$ cat src/hw/rtl/key_edge_subscription_notifier_defines.svh
// Assertion macros for the key edge subscription notifier.
`ifndef KEY_EDGE_SUBSCRIPTION_NOTIFIER_DEFINES_SVH
`define KEY_EDGE_SUBSCRIPTION_NOTIFIER_DEFINES_SVH

// same-cycle implication, checked outside reset
`define KESN_ASSERT_IMPL(lbl, ante, cons, msg) \
  lbl: assert property (@(posedge clk) disable iff (!rst_n) (ante) |-> (cons)) \
    else $error(msg);

// next-cycle implication, checked outside reset
`define KESN_ASSERT_NEXT(lbl, ante, cons, msg) \
  lbl: assert property (@(posedge clk) disable iff (!rst_n) (ante) |=> (cons)) \
    else $error(msg);

`endif

$ cat src/hw/rtl/kesn_pkg.sv
// Types and constants shared by the key edge subscription notifier.
package kesn_pkg;

  localparam int KEY_W  = 3;
  localparam int ID_W   = 8;
  localparam int CODE_W = 5;
  localparam int MAX_KEYS = 8;

  localparam logic [CODE_W-1:0] CODE_RELEASE = 5'h08;
  localparam logic [CODE_W-1:0] CODE_CLEAR   = 5'h10;

  typedef struct packed {
    logic             op;
    logic [7:0]       levels;
    logic [ID_W-1:0]  requester;
    logic [KEY_W-1:0] key_index;
    logic             release_edge;
    logic             clear_request;
  } in_t;

  typedef struct packed {
    logic [ID_W-1:0]   recipient;
    logic [CODE_W-1:0] event_code;
    logic              last;
  } out_t;

  // per-key control broadcast from the top level
  typedef struct packed {
    logic            sample_en;
    logic            lvl_old;
    logic            lvl_new;
    logic            req_en;
    logic            rel;
    logic            clr;
    logic [ID_W-1:0] who;
  } kesn_lane_ctl_t;

  // one pending notification
  typedef struct packed {
    logic              valid;
    logic [ID_W-1:0]   who;
    logic [CODE_W-1:0] code;
  } kesn_note_t;

endpackage

$ cat src/hw/rtl/kesn_lane.sv
// One key lane: press and release slots, edge detect, pending notification.
module kesn_lane
  import kesn_pkg::*;
(
  input  logic             clk,
  input  logic             rst_n,
  input  logic [KEY_W-1:0] lane_id,
  input  kesn_lane_ctl_t   ctl,
  input  logic             req_sel,
  input  logic             grant,
  output kesn_note_t       note
);

  logic [ID_W-1:0]   press_r, press_nxt;
  logic [ID_W-1:0]   release_r, release_nxt;
  logic              pend_r, pend_nxt;
  logic [ID_W-1:0]   who_r, who_nxt;
  logic [CODE_W-1:0] code_r, code_nxt;
  logic              rise, fall;

  assign rise = ctl.lvl_new & ~ctl.lvl_old;
  assign fall = ctl.lvl_old & ~ctl.lvl_new;

  always_comb begin
    press_nxt   = press_r;
    release_nxt = release_r;
    pend_nxt    = pend_r;
    who_nxt     = who_r;
    code_nxt    = code_r;
    if (grant) begin
      pend_nxt = 1'b0;
    end
    if (ctl.sample_en) begin
      if (rise && press_r != '0) begin
        pend_nxt  = 1'b1;
        who_nxt   = press_r;
        code_nxt  = {2'b00, lane_id};
        press_nxt = '0;
      end else if (fall && release_r != '0) begin
        pend_nxt    = 1'b1;
        who_nxt     = release_r;
        code_nxt    = {2'b00, lane_id} | CODE_RELEASE;
        release_nxt = '0;
      end
    end
    if (ctl.req_en && req_sel) begin
      if (ctl.rel) begin
        release_nxt = ctl.clr ? '0 : ctl.who;
      end else begin
        press_nxt = ctl.clr ? '0 : ctl.who;
      end
    end
  end

  always_ff @(posedge clk) begin
    if (!rst_n) begin
      press_r   <= '0;
      release_r <= '0;
      pend_r    <= 1'b0;
    end else begin
      press_r   <= press_nxt;
      release_r <= release_nxt;
      pend_r    <= pend_nxt;
    end
  end

  always_ff @(posedge clk) begin
    who_r  <= who_nxt;
    code_r <= code_nxt;
  end

  assign note.valid = pend_r;
  assign note.who   = who_r;
  assign note.code  = code_r;

endmodule

$ cat src/hw/rtl/kesn_merge.sv
// Merge stage: picks the lowest pending lane or the clear echo into the output register.
module kesn_merge
  import kesn_pkg::*;
#(
  parameter int NUM_KEYS = 8
) (
  input  logic                clk,
  input  logic                rst_n,
  input  kesn_note_t          pend [NUM_KEYS],
  input  kesn_note_t          echo_in,
  input  logic                out_ready,
  output logic                out_valid,
  output out_t                out_data,
  output logic [NUM_KEYS-1:0] grant,
  output logic                busy
);

  logic              echo_v_r, echo_v_nxt;
  logic [ID_W-1:0]   echo_who_r, echo_who_nxt;
  logic [CODE_W-1:0] echo_code_r, echo_code_nxt;
  logic              out_v_r, out_v_nxt;
  out_t              out_d_r, out_d_nxt;

  logic [NUM_KEYS-1:0] pend_vec, pick;
  logic                found;
  logic [ID_W-1:0]     pick_who;
  logic [CODE_W-1:0]   pick_code;
  logic                load;

  always_comb begin
    pick      = '0;
    found     = 1'b0;
    pick_who  = '0;
    pick_code = '0;
    for (int i = 0; i < NUM_KEYS; i++) begin
      pend_vec[i] = pend[i].valid;
      if (pend[i].valid && !found) begin
        found     = 1'b1;
        pick[i]   = 1'b1;
        pick_who  = pend[i].who;
        pick_code = pend[i].code;
      end
    end
  end

  assign busy = (|pend_vec) | echo_v_r;
  assign load = busy && (!out_v_r || out_ready);
  assign grant = load ? pick : '0;

  always_comb begin
    echo_v_nxt    = echo_v_r;
    echo_who_nxt  = echo_who_r;
    echo_code_nxt = echo_code_r;
    out_v_nxt     = out_v_r;
    out_d_nxt     = out_d_r;
    if (out_v_r && out_ready) begin
      out_v_nxt = 1'b0;
    end
    if (load) begin
      out_v_nxt = 1'b1;
      if (found) begin
        out_d_nxt.recipient  = pick_who;
        out_d_nxt.event_code = pick_code;
        out_d_nxt.last       = (pend_vec & ~pick) == '0;
      end else begin
        out_d_nxt.recipient  = echo_who_r;
        out_d_nxt.event_code = echo_code_r;
        out_d_nxt.last       = 1'b1;
        echo_v_nxt           = 1'b0;
      end
    end
    if (echo_in.valid) begin
      echo_v_nxt    = 1'b1;
      echo_who_nxt  = echo_in.who;
      echo_code_nxt = echo_in.code;
    end
  end

  always_ff @(posedge clk) begin
    if (!rst_n) begin
      echo_v_r <= 1'b0;
      out_v_r  <= 1'b0;
    end else begin
      echo_v_r <= echo_v_nxt;
      out_v_r  <= out_v_nxt;
    end
  end

  always_ff @(posedge clk) begin
    echo_who_r  <= echo_who_nxt;
    echo_code_r <= echo_code_nxt;
    out_d_r     <= out_d_nxt;
  end

  assign out_valid = out_v_r;
  assign out_data  = out_d_r;

endmodule

$ cat src/hw/rtl/key_edge_subscription_notifier.sv
// Top level of the key edge subscription notifier: key lanes, merge stage, checks.
//
// Each key has its own lane holding its press and release subscriber and
// flags its notification when a sample shows an edge on a subscribed key; the
// merge stage moves one notification per cycle, lowest key first, into the
// output register whenever it is empty or being taken. A sample latches its
// edges into the lanes' pending registers; its results then move out one by
// one. A clear request is registered as an echo, then moved into the output
// register; an install only writes a slot. The next request is accepted once
// every result of the current one has reached the output register, while the
// last of them may still wait there to be taken.
`include "key_edge_subscription_notifier_defines.svh"

module key_edge_subscription_notifier
  import kesn_pkg::*;
#(
  parameter int NUM_KEYS = 8
) (
  input  logic clk,
  input  logic rst_n,
  input  logic in_valid,
  output logic in_ready,
  input  in_t  in_data,
  output logic out_valid,
  input  logic out_ready,
  output out_t out_data
);

  logic [NUM_KEYS-1:0] key_levels_r, key_levels_nxt;
  logic                busy;
  logic                accept;
  logic [NUM_KEYS-1:0] grant;
  kesn_note_t          pend [NUM_KEYS];
  kesn_note_t          echo_in;

  assign in_ready = !busy;
  assign accept   = in_valid && in_ready;

  always_comb begin
    key_levels_nxt = key_levels_r;
    if (accept && !in_data.op) begin
      key_levels_nxt = in_data.levels[NUM_KEYS-1:0];
    end
  end

  always_ff @(posedge clk) begin
    if (!rst_n) begin
      key_levels_r <= '0;
    end else begin
      key_levels_r <= key_levels_nxt;
    end
  end

  assign echo_in.valid = accept && in_data.op && in_data.clear_request;
  assign echo_in.who   = in_data.requester;
  assign echo_in.code  = CODE_CLEAR | (in_data.release_edge ? CODE_RELEASE : '0)
                       | {2'b00, in_data.key_index};

  for (genvar i = 0; i < NUM_KEYS; i++) begin : g_lane
    kesn_lane_ctl_t ctl;

    assign ctl.sample_en = accept && !in_data.op;
    assign ctl.lvl_old   = key_levels_r[i];
    assign ctl.lvl_new   = in_data.levels[i];
    assign ctl.req_en    = accept && in_data.op;
    assign ctl.rel       = in_data.release_edge;
    assign ctl.clr       = in_data.clear_request;
    assign ctl.who       = in_data.requester;

    kesn_lane u_lane (
      .clk     (clk),
      .rst_n   (rst_n),
      .lane_id (KEY_W'(i)),
      .ctl     (ctl),
      .req_sel (in_data.key_index == KEY_W'(i)),
      .grant   (grant[i]),
      .note    (pend[i])
    );
  end

  kesn_merge #(
    .NUM_KEYS (NUM_KEYS)
  ) u_merge (
    .clk       (clk),
    .rst_n     (rst_n),
    .pend      (pend),
    .echo_in   (echo_in),
    .out_ready (out_ready),
    .out_valid (out_valid),
    .out_data  (out_data),
    .grant     (grant),
    .busy      (busy)
  );

  `KESN_ASSERT_IMPL(a_idle_last, in_ready && out_valid, out_data.last, "held result not last while idle")
  `KESN_ASSERT_NEXT(a_more_follow, out_valid && out_ready && !out_data.last, out_valid, "result missing after non-last")
  `KESN_ASSERT_IMPL(a_grant_onehot, 1'b1, $onehot0(grant), "more than one lane granted")
  `KESN_ASSERT_NEXT(a_echo_busy, accept && in_data.op && in_data.clear_request, !in_ready, "clear echo not pending")

endmodule
$ cat config.mk
export PLATFORM = sky130hd
export DESIGN_NAME = key_edge_subscription_notifier
export DESIGN_NICKNAME = d
export VERILOG_FILES = /design/src/hw/rtl/kesn_pkg.sv /design/src/hw/rtl/kesn_lane.sv /design/src/hw/rtl/kesn_merge.sv /design/src/hw/rtl/key_edge_subscription_notifier.sv
export VERILOG_INCLUDE_DIRS = /design/src /design/src/hw/rtl
export SDC_FILE = /design/constraint.sdc
export NUM_CORES = 1
export LEC_CHECK = 0
export BUFFER_PORTS_ARGS = -buffer_cell sky130_fd_sc_hd__buf_2
export CAP_MARGIN = 30
export CORE_MARGIN = 3
export CORE_UTILIZATION = 45
export CTS_BUF_LIST = sky130_fd_sc_hd__clkbuf_4 sky130_fd_sc_hd__clkbuf_8
export DETAILED_ROUTE_END_ITERATION = 16
export GPL_ROUTABILITY_DRIVEN = 0
export PLACE_DENSITY_LB_ADDON = 0.12
export SLEW_MARGIN = 20
export SYNTH_ARGS = -nofsm -noshare
export SYNTH_HDL_FRONTEND = slang
export SYNTH_SLANG_ARGS = --single-unit
$ cat constraint.sdc
create_clock -name clk -period 3.35 [get_ports clk]
set_input_delay 0.1675 -clock clk [delete_from_list [all_inputs] [get_ports clk]]
set_output_delay 0.1675 -clock clk [all_outputs]
set_load 0.01 [all_outputs]
# Yosys cells after proc, flatten, opt, wreduce, memory -nomap -nowiden
# Cells that the tools add are included.
dict set report word_totals {
  ff_bits 245
  latchBits 0
  mem_bits_rw 0
  mem_bits_ro 0
  inputBits 26
  output_inout_bits 16
  wordCells 346
  mem_count 0
}
dict set report classes {
  n_addsub 0
  multipliers 0
  div 0
  n_lt_le_gt_ge 0
  n_eq_ne 8
  shifts 0
  n_mux 168
  bitwise 36
  n_reduce_logical 86
}
# cell n
set op_table {}
lappend op_table {{$mux 8} 98}
lappend op_table {{$reduce_bool 8->1} 16}
lappend op_table {{$mux 4} 17}
lappend op_table {{$mux 1} 52}
lappend op_table {{$logic_and 1x1->1} 37}
lappend op_table {{$reduce_bool 2->1} 10}
lappend op_table {{$reduce_and 2->1} 9}
lappend op_table {{$and 1x1->1} 16}
lappend op_table {{$not 1->1} 16}
lappend op_table {{$mux 14} 1}
lappend op_table {{$eq 3x3->1 const B} 4}
lappend op_table {{$logic_not 1->1} 10}
lappend op_table {{$and 8x8->8} 1}
lappend op_table {{$logic_not 8->1} 1}
lappend op_table {{$not 8->8} 1}
lappend op_table {{$reduce_or 8->1} 1}
lappend op_table {{$eq 3x2->1 const B} 2}
lappend op_table {{$or 5x3->5} 1}
lappend op_table {{$eq 3x1->1 const B} 1}
lappend op_table {{$logic_not 3->1} 1}
lappend op_table {{$ne 2x2->1 const B} 1}
lappend op_table {{$logic_or 1x1->1} 1}
lappend op_table {{$or 1x1->1} 1}

# Longest topological paths before layout
# Gate-level depths: netlist of run 1.
dict set report logic_depth {
  ltp_word 27
  ltp_mapped 8
  ltp_nobuf 5
}

# By module
# Synthesis of run 1 repeated with hierarchy kept, for this count alone.
dict set report hier_totals {
  cells_unflattened 1123
  hier_area_um2 12620.9
}
# mod n_inst cells_per_inst area_per_inst_um2
set modules_own_cells {}
lappend modules_own_cells {kesn_lane 8 109 1270.0}
lappend modules_own_cells {kesn_merge 1 201 2038.2}
lappend modules_own_cells {key_edge_subscription_notifier 1 50 422.9}

# Least setup slack after synthesis of run 1
# No wires, ideal clock.
dict set report synth_path {
  path_type {reg-to-reg}
  start {register g_lane[1].u_lane.pend_r}
  end {register g_lane[0].u_lane.code_r[3], enable pin}
  setup_time_ps 374
  arrival_time_ps 2329
  required_time_ps 2976
  setup_slack_ps 647
  path_stages_with_launch 8
  n_path_buf 4
  synth_period_minus_slack_ps 2703
  cell_sequence {dfxtp_1 buf_2 or4_1 clkbuf_2 or4_1 buf_2 clkbuf_1 nor2_1}
}
dict set report synth_between {
  elab_chain_cells 6
}
# item line
set synth_rtl {}
lappend synth_rtl {{start, declared} kesn_lane.sv:16} ;# logic pend_r, pend_nxt;
lappend synth_rtl {{start signal, assigned} kesn_lane.sv:63} ;# pend_r <= pend_nxt;
lappend synth_rtl {{$reduce_or 8->1} kesn_merge.sv:46} ;# assign busy = (|pend_vec) | echo_v_r;
lappend synth_rtl {{$or 1x1->1} kesn_merge.sv:46}
lappend synth_rtl {{$logic_not 1->1} key_edge_subscription_notifier.sv:36} ;# assign in_ready = !busy;
lappend synth_rtl {{$logic_and 1x1->1} key_edge_subscription_notifier.sv:37} ;# assign accept = in_valid && in_ready;
lappend synth_rtl {{$logic_and 1x1->1} key_edge_subscription_notifier.sv:62} ;# assign ctl.sample_en = accept && !in_data.op;
lappend synth_rtl {{$reduce_and 2->1 (no source line)} n/a}
lappend synth_rtl {{end signal, assigned} kesn_lane.sv:69} ;# code_r <= code_nxt;
lappend synth_rtl {{end, declared} kesn_lane.sv:18} ;# logic [CODE_W-1:0] code_r, code_nxt;
# No other way between the ends.
# A chain may end at the register's enable or synchronous reset.

# Worst setup path in the final report of run 1
dict set report layout_path {
  start {register u_merge.echo_v_r}
  end {register g_lane[2].u_lane.who_r[4], enable pin}
}
dict set report layout_between {
  elab_chain_cells 5
}
# item line
set layout_rtl {}
lappend layout_rtl {{start, declared} kesn_merge.sv:18} ;# logic echo_v_r, echo_v_nxt;
lappend layout_rtl {{start signal, assigned} kesn_merge.sv:84} ;# echo_v_r <= echo_v_nxt;
lappend layout_rtl {{$or 1x1->1} kesn_merge.sv:46}
lappend layout_rtl {{$logic_not 1->1} key_edge_subscription_notifier.sv:36}
lappend layout_rtl {{$logic_and 1x1->1} key_edge_subscription_notifier.sv:37}
lappend layout_rtl {{$logic_and 1x1->1} key_edge_subscription_notifier.sv:62}
lappend layout_rtl {{$reduce_and 2->1 (no source line)} n/a}
lappend layout_rtl {{end signal, assigned} kesn_lane.sv:68} ;# who_r <= who_nxt;
lappend layout_rtl {{end, declared} kesn_lane.sv:17} ;# logic [ID_W-1:0] who_r, who_nxt;
# No other way between the ends.

==> qor.log, run 1 <==
[status] outcome finished clean
[floorplanning] core box area 22,850 µm²
[drt] Antenna Nets Post-Route 0
[drt] total vias in the final route 8,652
[layout] n_diodes 0
[synth] Synth Flop Type sky130_fd_sc_hd__dfxtp_1
[setup_path] startpoint types flip-flop
[synth] Syn. warnings 0
[setup_path] worst endpoint required time 3.51 ns
[pwr] standby leakage power 4.332 nW
[synth] top cells by count, synth sky130_fd_sc_hd__dfxtp_1 (146), sky130_fd_sc_hd__nand3_1 (130), sky130_fd_sc_hd__o22ai_1 (130), sky130_fd_sc_hd__nand2_1 (102), sky130_fd_sc_hd__edfxtp_1 (98)
[floorplanning] Die Y 159.4 µm
[place] HPWL after detailed placement 21,630 µm
[floorplanning] Die W 159.4 µm
[cts] number of buffers added for setup after CTS 0
[global_routing] GR Util All Layers 24.63%
[sta] maximum clock frequency 0.3542 GHz
[sta] Slew HR 35.61%
[layout] number of nets at the end of the flow 1,109
[sta] hold violation total from the final report 0
[sta] part of the cycle the worst path needs 84.29%
[drt] Detailed Route WL 32,030 µm
[synth] count of different cell masters after synthesis 59
[synth] post-synthesis average cell area 10.50 µm²
[layout] area growth from synthesis to layout 15.44%
[cts] Worst-path clk slew 0.06 ns
[synth] leading cell type by number of instances after synthesis sky130_fd_sc_hd__dfxtp_1
[layout] proportion of layout cells with a drive suffix above 1 19.89%
[pwr] pwr dens 494.8 nW/µm²
[floorplanning] number of placed I/O pins 42
[sta] minimum period implied by the final worst setup slack 2.824 ns
[global_routing] number of global-route vias before repair 8,049
[drt] DRC 0
[cts] number of cells upsized or downsized after cts 0
[cts] CTS Buffer Depth 3
[place] IO Port Bufs 41
[floorplanning] initial core utilization 46.33%
[cts] clock root buffer master sky130_fd_sc_hd__clkbuf_8
[global_routing] first-pass GRT wire length 48,900 µm
[global_routing] remaining global-route overflow 0
[drt] Via density 6.055
[synth] number of enable flip-flop cells after synthesis 98
[drt] first-pass iteration count of the detailed router 5
[flow_run] Max Cap Violations 0
[synth] proportion of netlist area held by the largest area contributor 27.80%
[sta] fin. max-slew vios 0
[drt] detailed-route wire length per cell 22.41 µm
[layout] final non-filler cell total 1,429
[sta] final setup vio count 0
[floorplanning] die footprint 25,400 µm²
[cts] number of clock sinks 244
[floorplanning] number of placement rows 55
[global_routing] antenna violations before repair 2
[drt] number of DRC markers in iteration 0 765
[sta] setup repair after global routing missed its margin false
[synth] sequential-to-total area share from yosys stat 55.42%
[pwr] overall power consumption 0.006046 W
[cts] CTS tree built
[synth] total nets after synthesis 1,034
[worst_hold_path] worst min-delay path category in -> reg
[layout] post-route design area 12,220 µm²
[setup_path] maximum fanout encountered on the critical timing path 22
[sta] Slew @ Worst Pin 0.9659 ns
[synth] number of standard cells after synthesis 1,008
[pwr] Peak supply drop 0.2481 mV
[synth] flip-flop and latch count after synthesis 244
[cts] insertion delay of the later-clocked pin in the worst-skew pair 0.55 ns
[place] cell area after placement 11,210 µm²
[place] Cell Count Post-Placement 1,333
[sta] final setup TNS 0 ns
[cts] number of H-tree branching levels 2
[cts] CTS Buf Count 41
[synth] Synth area leaders sky130_fd_sc_hd__edfxtp_1 (28%), sky130_fd_sc_hd__dfxtp_1 (28%), sky130_fd_sc_hd__o22ai_1 (7.7%), sky130_fd_sc_hd__nand3_1 (6.1%), sky130_fd_sc_hd__mux2_2 (5.1%)
[setup_path] Crit Reg-Reg Startpoint u_merge.echo_v_r
[worst_hold_path] hold path start out_ready
[synth] cell type contributing the most total cell area after synthesis sky130_fd_sc_hd__edfxtp_1
[setup_path] endpoint arrival time on the critical path 2.99 ns
[setup_path] nature of the critical path endpoint flip-flop
[synth] netlist area before placement 10,580 µm²
[global_routing] maximum number of pins on one net before global-route repair 85
[sta] worst clock skew 0.02479 ns
[setup_path] Crit Path Category reg -> reg
[synth] fraction of registers with async set or reset after synthesis 0%
[setup_path] Worst setup startpoint u_merge.echo_v_r
## power breakdown
part / switching (W) / internal [W]
registers: 0.0000149 / 0.00310
clock network: 0.00123 / 0.00140
logic: 0.000208 / 0.0000905
## per-stage QoR
step	utilization (%)	hold slack, ns	worst slack (ns)
finish	53.48	0.1246	0.5263
global route	53.48	0.1527	0.4540
CTS	53.48	0.09406	0.5103
detailed placement	49.05	0.3639	0.5232
global placement	49.05	0.3626	0.5790
floorplan	-	0.2664	0.6467
## state kept, by name, indices dropped and copies added (netlist names)
name	count
g_lane.u_lane.who_r	64
u_merge.echo_code_r	4
u_merge.out_valid	1
g_lane.u_lane.code_r	8
key_levels_r	8
g_lane.u_lane.pend_r	8
u_merge.echo_v_r	1
u_merge.out_data	14
u_merge.echo_who_r	8
g_lane.u_lane.release_r	64
g_lane.u_lane.press_r	64
## worst max-delay path, cell delays in order (launching register included)
cell	delay [ns]
sky130_fd_sc_hd__dfxtp_1	0.34
sky130_fd_sc_hd__or4b_1	0.68
sky130_fd_sc_hd__or4_4	0.79
sky130_fd_sc_hd__nor2_1	0.65
## path summary, 6_finish.rpt
check                              end  slack (ns)  depth (start not counted)
max reg2reg  g_lane[2].u_lane.who_r[4]        0.53                          3
min reg2reg            key_levels_r[3]        0.47                          2
min            g_lane[0].u_lane.pend_r        0.12                          4
max          g_lane[2].u_lane.who_r[4]        0.53                          3
## repair_timing
item                                    CTS  global route
endpoints found under the hold margin    24             0
hold buffers                             20             0
endpoints found under the setup margin    0             0
## layout make-up
cell class                      instances  area, µm²
Clock buffer                           47      615.6
Fill cell                            2065      10630
Inverter                               20      75.07
Multi-Input combinational cell        679       4397
Timing Repair Buffer                   97      678.2
Tap cell                              313      391.6
Sequential cell                       244       5866
Clock inverter                         29      195.2
## metal layers
metal	up-vias	wire [µm]	GRT usage (%)
met3	62	2425	4.969
met1	4189	15000	37.13
met4	2	981	8.635
met5	-	20	0
met2	349	13610	35.11
li1	4050	-	-
## cells in the final DEF, fill, tap and decap left out, types with 8 or more instances in the layout
| master | synthesis | final |
|---|---|---|
| sky130_fd_sc_hd__nor2_8 | 10 | 10 |
| sky130_fd_sc_hd__clkinv_1 | 0 | 9 |
| sky130_fd_sc_hd__nor2b_1 | 12 | 12 |
| sky130_fd_sc_hd__o22ai_1 | 130 | 130 |
| sky130_fd_sc_hd__mux2_2 | 48 | 48 |
| sky130_fd_sc_hd__nand2_1 | 102 | 102 |
| sky130_fd_sc_hd__o21a_1 | 8 | 8 |
| sky130_fd_sc_hd__dfxtp_1 | 146 | 146 |
| sky130_fd_sc_hd__o211ai_1 | 10 | 10 |
| sky130_fd_sc_hd__inv_1 | 20 | 20 |
| sky130_fd_sc_hd__clkbuf_8 | 0 | 42 |
| sky130_fd_sc_hd__nor2_1 | 15 | 15 |
| sky130_fd_sc_hd__buf_2 | 3 | 40 |
| sky130_fd_sc_hd__clkinv_2 | 0 | 15 |
| sky130_fd_sc_hd__nand3_1 | 130 | 130 |
| sky130_fd_sc_hd__or4_1 | 19 | 18 |
| sky130_fd_sc_hd__a21boi_1 | 8 | 8 |
| sky130_fd_sc_hd__nand3b_1 | 8 | 8 |
| sky130_fd_sc_hd__nor4_1 | 20 | 20 |
| sky130_fd_sc_hd__buf_4 | 0 | 37 |
| sky130_fd_sc_hd__nand4_1 | 18 | 18 |
| sky130_fd_sc_hd__o21ai_0 | 10 | 10 |
| sky130_fd_sc_hd__a21oi_1 | 27 | 27 |
| sky130_fd_sc_hd__nor3_1 | 10 | 9 |
| sky130_fd_sc_hd__dlygate4sd3_1 | 0 | 20 |
| sky130_fd_sc_hd__edfxtp_1 | 98 | 98 |
## cells by family (layout without fill, tap and decap cells)
family / Yosys count / count (layout) / share of synthesized area [%]
AND/OR/NAND/NOR: 388 / 388 / 20.87
adder cells (fa/ha/maj): 2 / 2 / 0.1892
AO/OA/AOI/OAI: 237 / 237 / 14.75
multiplexers: 52 / 52 / 5.485
flip-flops: 244 / 244 / 55.42
buffers and inverters: 85 / 193 / 3.286
Power figures use the tool's default switching activity.
==> run 2: changes to the inputs <==
==> constraint.sdc (replaced) <==
create_clock -name clk -period 2.5 [get_ports clk]
set_input_delay 0.125 -clock clk [delete_from_list [all_inputs] [get_ports clk]]
set_output_delay 0.125 -clock clk [all_outputs]
set_load 0.01 [all_outputs]
==> qor.log, run 2 (synthesis gave the netlist of run 1 again) <==
[setup_path] maximum fanout encountered on the critical timing path 16 [was 22]
[global_routing] remaining global-route overflow 0 [unchanged]
[cts] number of buffers added for setup after CTS 0 [unchanged]
[layout] proportion of layout cells with a drive suffix above 1 21.92% [was 19.89%]
[drt] Detailed Route WL 31,610 µm [was 32,030 µm]
[setup_path] startpoint types flip-flop [unchanged]
[drt] Antenna Nets Post-Route 0 [unchanged]
[pwr] internal power component 0.006669 W [was 0.004591 W]
[cts] hold buffer count at CTS 20 [unchanged]
[cts] clock root buffer master sky130_fd_sc_hd__clkbuf_8 [unchanged]
[layout] area growth from synthesis to layout 18.70% [was 15.44%]
[setup_path] nature of the critical path endpoint flip-flop [unchanged]
[cts] number of clock sinks 244 [unchanged]
[drt] Via density 5.997 [was 6.055]
[layout] Multi-input gate area 4442 µm² [was 4397 µm²]
[sta] setup repair after global routing missed its margin false [unchanged]
[layout] most used cells in the layout excluding fill and tap cells sky130_fd_sc_hd__dfxtp_1 (146), sky130_fd_sc_hd__nand3_1 (130), sky130_fd_sc_hd__o22ai_1 (130), sky130_fd_sc_hd__nand2_1 (102), sky130_fd_sc_hd__edfxtp_1 (98) [unchanged]
[cts] Worst-path clk slew 0.06 ns [about the same]
[pwr] standby leakage power 4.500 nW [was 4.332 nW]
[layout] post-route design area 12,560 µm² [was 12,220 µm²]
[pwr] switch share 22.47% [was 24.06%]
[cts] insertion delay of the later-clocked pin in the worst-skew pair 0.54 ns [was 0.55 ns]
[cts] number of cells upsized or downsized after cts 0 [unchanged]
[drt] detailed-route wire length per cell 21.82 µm [was 22.41 µm]
[pwr] pwr dens 684.7 nW/µm² [was 494.8 nW/µm²]
[sta] maximum clock frequency 0.4151 GHz [was 0.3542 GHz]
[pwr] part of the total power dissipated in the clock network 46.6% [was 43.5%]
[floorplanning] core box area 22,850 µm² [unchanged]
[drt] first-pass iteration count of the detailed router 5 [unchanged]
[floorplanning] Die W 159.4 µm [unchanged]
[pwr] sequential group share of total power 48.5% [was 51.5%]
[floorplanning] die footprint 25,400 µm² [unchanged]
[pwr] Peak supply drop 0.3111 mV [was 0.2481 mV]
[layout] registers with the most flip-flops g_lane.u_lane.press_r: 64 flops, g_lane.u_lane.release_r: 64 flops, g_lane.u_lane.who_r: 64 flops [unchanged]
[drt] uppermost routed layer met5 [unchanged]
[sta] part of the cycle the worst path needs 96.35% [was 84.29%]
[sta] fin. max-slew vios 0 [unchanged]
[cts] CTS Buf Count 43 [was 41]
[status] outcome finished clean [unchanged]
[global_routing] GR Util All Layers 24.33% [was 24.63%]
[setup_path] endpoint arrival time on the critical path 2.60 ns [was 2.99 ns]
[sta] hold violation total from the final report 0 [unchanged]
[floorplanning] initial core utilization 46.33% [unchanged]
[sta] worst clock skew 0.02326 ns [was 0.02479 ns]
[cts] number of H-tree branching levels 2 [unchanged]
[sta] Slew @ Worst Pin 0.8683 ns [was 0.9659 ns]
[drt] total vias in the final route 8,689 [was 8,652]
[layout] number of nets at the end of the flow 1,129 [was 1,109]
[pwr] P_sw 0.001933 W [was 0.001455 W]
[cts] CTS tree built [unchanged]
[layout] n_diodes 0 [unchanged]
[cts] CTS Buffer Depth 3 [unchanged]
[layout] sequential cell area 5866 µm² [unchanged]
[sta] final setup TNS 0 ns [unchanged]
[layout] Fill cells 2,028 [was 2,065]
[worst_hold_path] worst min-delay path category in -> reg [unchanged]
[drt] number of DRC markers in iteration 0 1,103 [was 765]
[drt] total routed wire length on the met1 layer 15,000 µm [about the same]
[pwr] relative contribution of combinational cells to total power 4.9% [about the same]
[sta] minimum period implied by the final worst setup slack 2.409 ns [was 2.824 ns]
[floorplanning] number of placement rows 55 [unchanged]
[floorplanning] Die Y 159.4 µm [unchanged]
[drt] DR WL met3 2477 µm [was 2425 µm]
[global_routing] antenna violations before repair 1 [was 2]
[setup_path] worst endpoint required time 2.69 ns [was 3.51 ns]
[layout] commonest non-fill, non-tap cell in the layout sky130_fd_sc_hd__dfxtp_1 [unchanged]
[sta] final setup vio count 0 [unchanged]
[floorplanning] number of placed I/O pins 42 [unchanged]
[drt] routed length on met2 13,640 µm [was 13,610 µm]
[place] IO Port Bufs 41 [unchanged]
[global_routing] number of global-route vias before repair 8,078 [was 8,049]
[place] cell area after placement 11,410 µm² [was 11,210 µm²]
[place] HPWL after detailed placement 21,870 µm [was 21,630 µm]
[global_routing] maximum number of pins on one net before global-route repair 82 [was 85]
[global_routing] first-pass GRT wire length 48,750 µm [was 48,900 µm]
[drt] DRC 0 [unchanged]
[flow_run] Max Cap Violations 0 [unchanged]
[sta] Slew HR 42.11% [was 35.61%]
[setup_path] Crit Path Category reg -> reg [unchanged]
## run 2: cell types whose count changed in the layout (fill, tap and decap cells not counted), moves of 5 or more
cell | before | now
sky130_fd_sc_hd__clkinv_2 | 15 | 6
sky130_fd_sc_hd__buf_4 | 37 | 53
sky130_fd_sc_hd__a21oi_4 | 0 | 5
sky130_fd_sc_hd__clkbuf_8 | 42 | 53
sky130_fd_sc_hd__a21oi_2 | 5 | 0
sky130_fd_sc_hd__clkbuf_4 | 5 | 10
## run 2: area by class of cell
cell class / instances / area share (%)
Sequential cell: 244 / 46.69
Multi-Input combinational cell: 679 / 35.36
Timing Repair Buffer: 115 / 6.673
Clock buffer: 63 / 6.404
Tap cell: 313 / 3.117
Clock inverter: 15 / 1.165
Inverter: 20 / 0.5976
## run 2: path summary, 6_finish.rpt
path,end,from,slack (ns),depth (start not counted)
worst max-delay path,g_lane[6].u_lane.who_r[6],g_lane[1].u_lane.pend_r,0.09,4
worst min-delay path,g_lane[0].u_lane.pend_r,out_ready,0.15,5
worst max register to register,g_lane[6].u_lane.who_r[6],g_lane[1].u_lane.pend_r,0.09,4
worst min register to register,key_levels_r[3],key_levels_r[3],0.47,2
## run 2: layer usage
metal | track usage (%) | up-vias
met5 | 0 | -
met4 | 5.611 | 2
met3 | 5.099 | 36
met2 | 35.19 | 365
met1 | 37.32 | 4202
li1 | - | 4084
## run 2: per-stage QoR
stage | total power [W] | hold slack [ns] | util, % | cells | setup WS (ns)
2_1_floorplan | 0.004475 | 0.2239 | - | 1008 | -0.07588
3_3_place_gp | 0.004648 | 0.3175 | 49.92 | 1350 | 0.1455
3_5_place_dp | 0.004649 | 0.3234 | 49.95 | 1351 | 0.1160
4_1_cts | 0.008660 | 0.1117 | 54.99 | 1449 | 0.1043
5_1_grt | 0.008889 | 0.1534 | 54.99 | 1449 | 0.03126
6_report | 0.008602 | 0.1507 | 54.99 | 1449 | 0.09119
## run 2: power by group through the flow
stage | logic [W] | clock network, W | registers, W
2_1_floorplan | 0.000218 | 0 | 0.00426
3_3_place_gp | 0.000389 | 0 | 0.00426
3_5_place_dp | 0.000390 | 0 | 0.00426
4_1_cts | 0.000416 | 0.00407 | 0.00417
5_1_grt | 0.000449 | 0.00426 | 0.00418
6_report | 0.000422 | 0.00401 | 0.00417
## run 2: critical path: stages (launching register included)
cell                      delay [ns]
sky130_fd_sc_hd__dfxtp_1        0.31
sky130_fd_sc_hd__or4_1          0.56
sky130_fd_sc_hd__or4_4          0.61
sky130_fd_sc_hd__buf_12         0.23
sky130_fd_sc_hd__a21oi_4        0.33
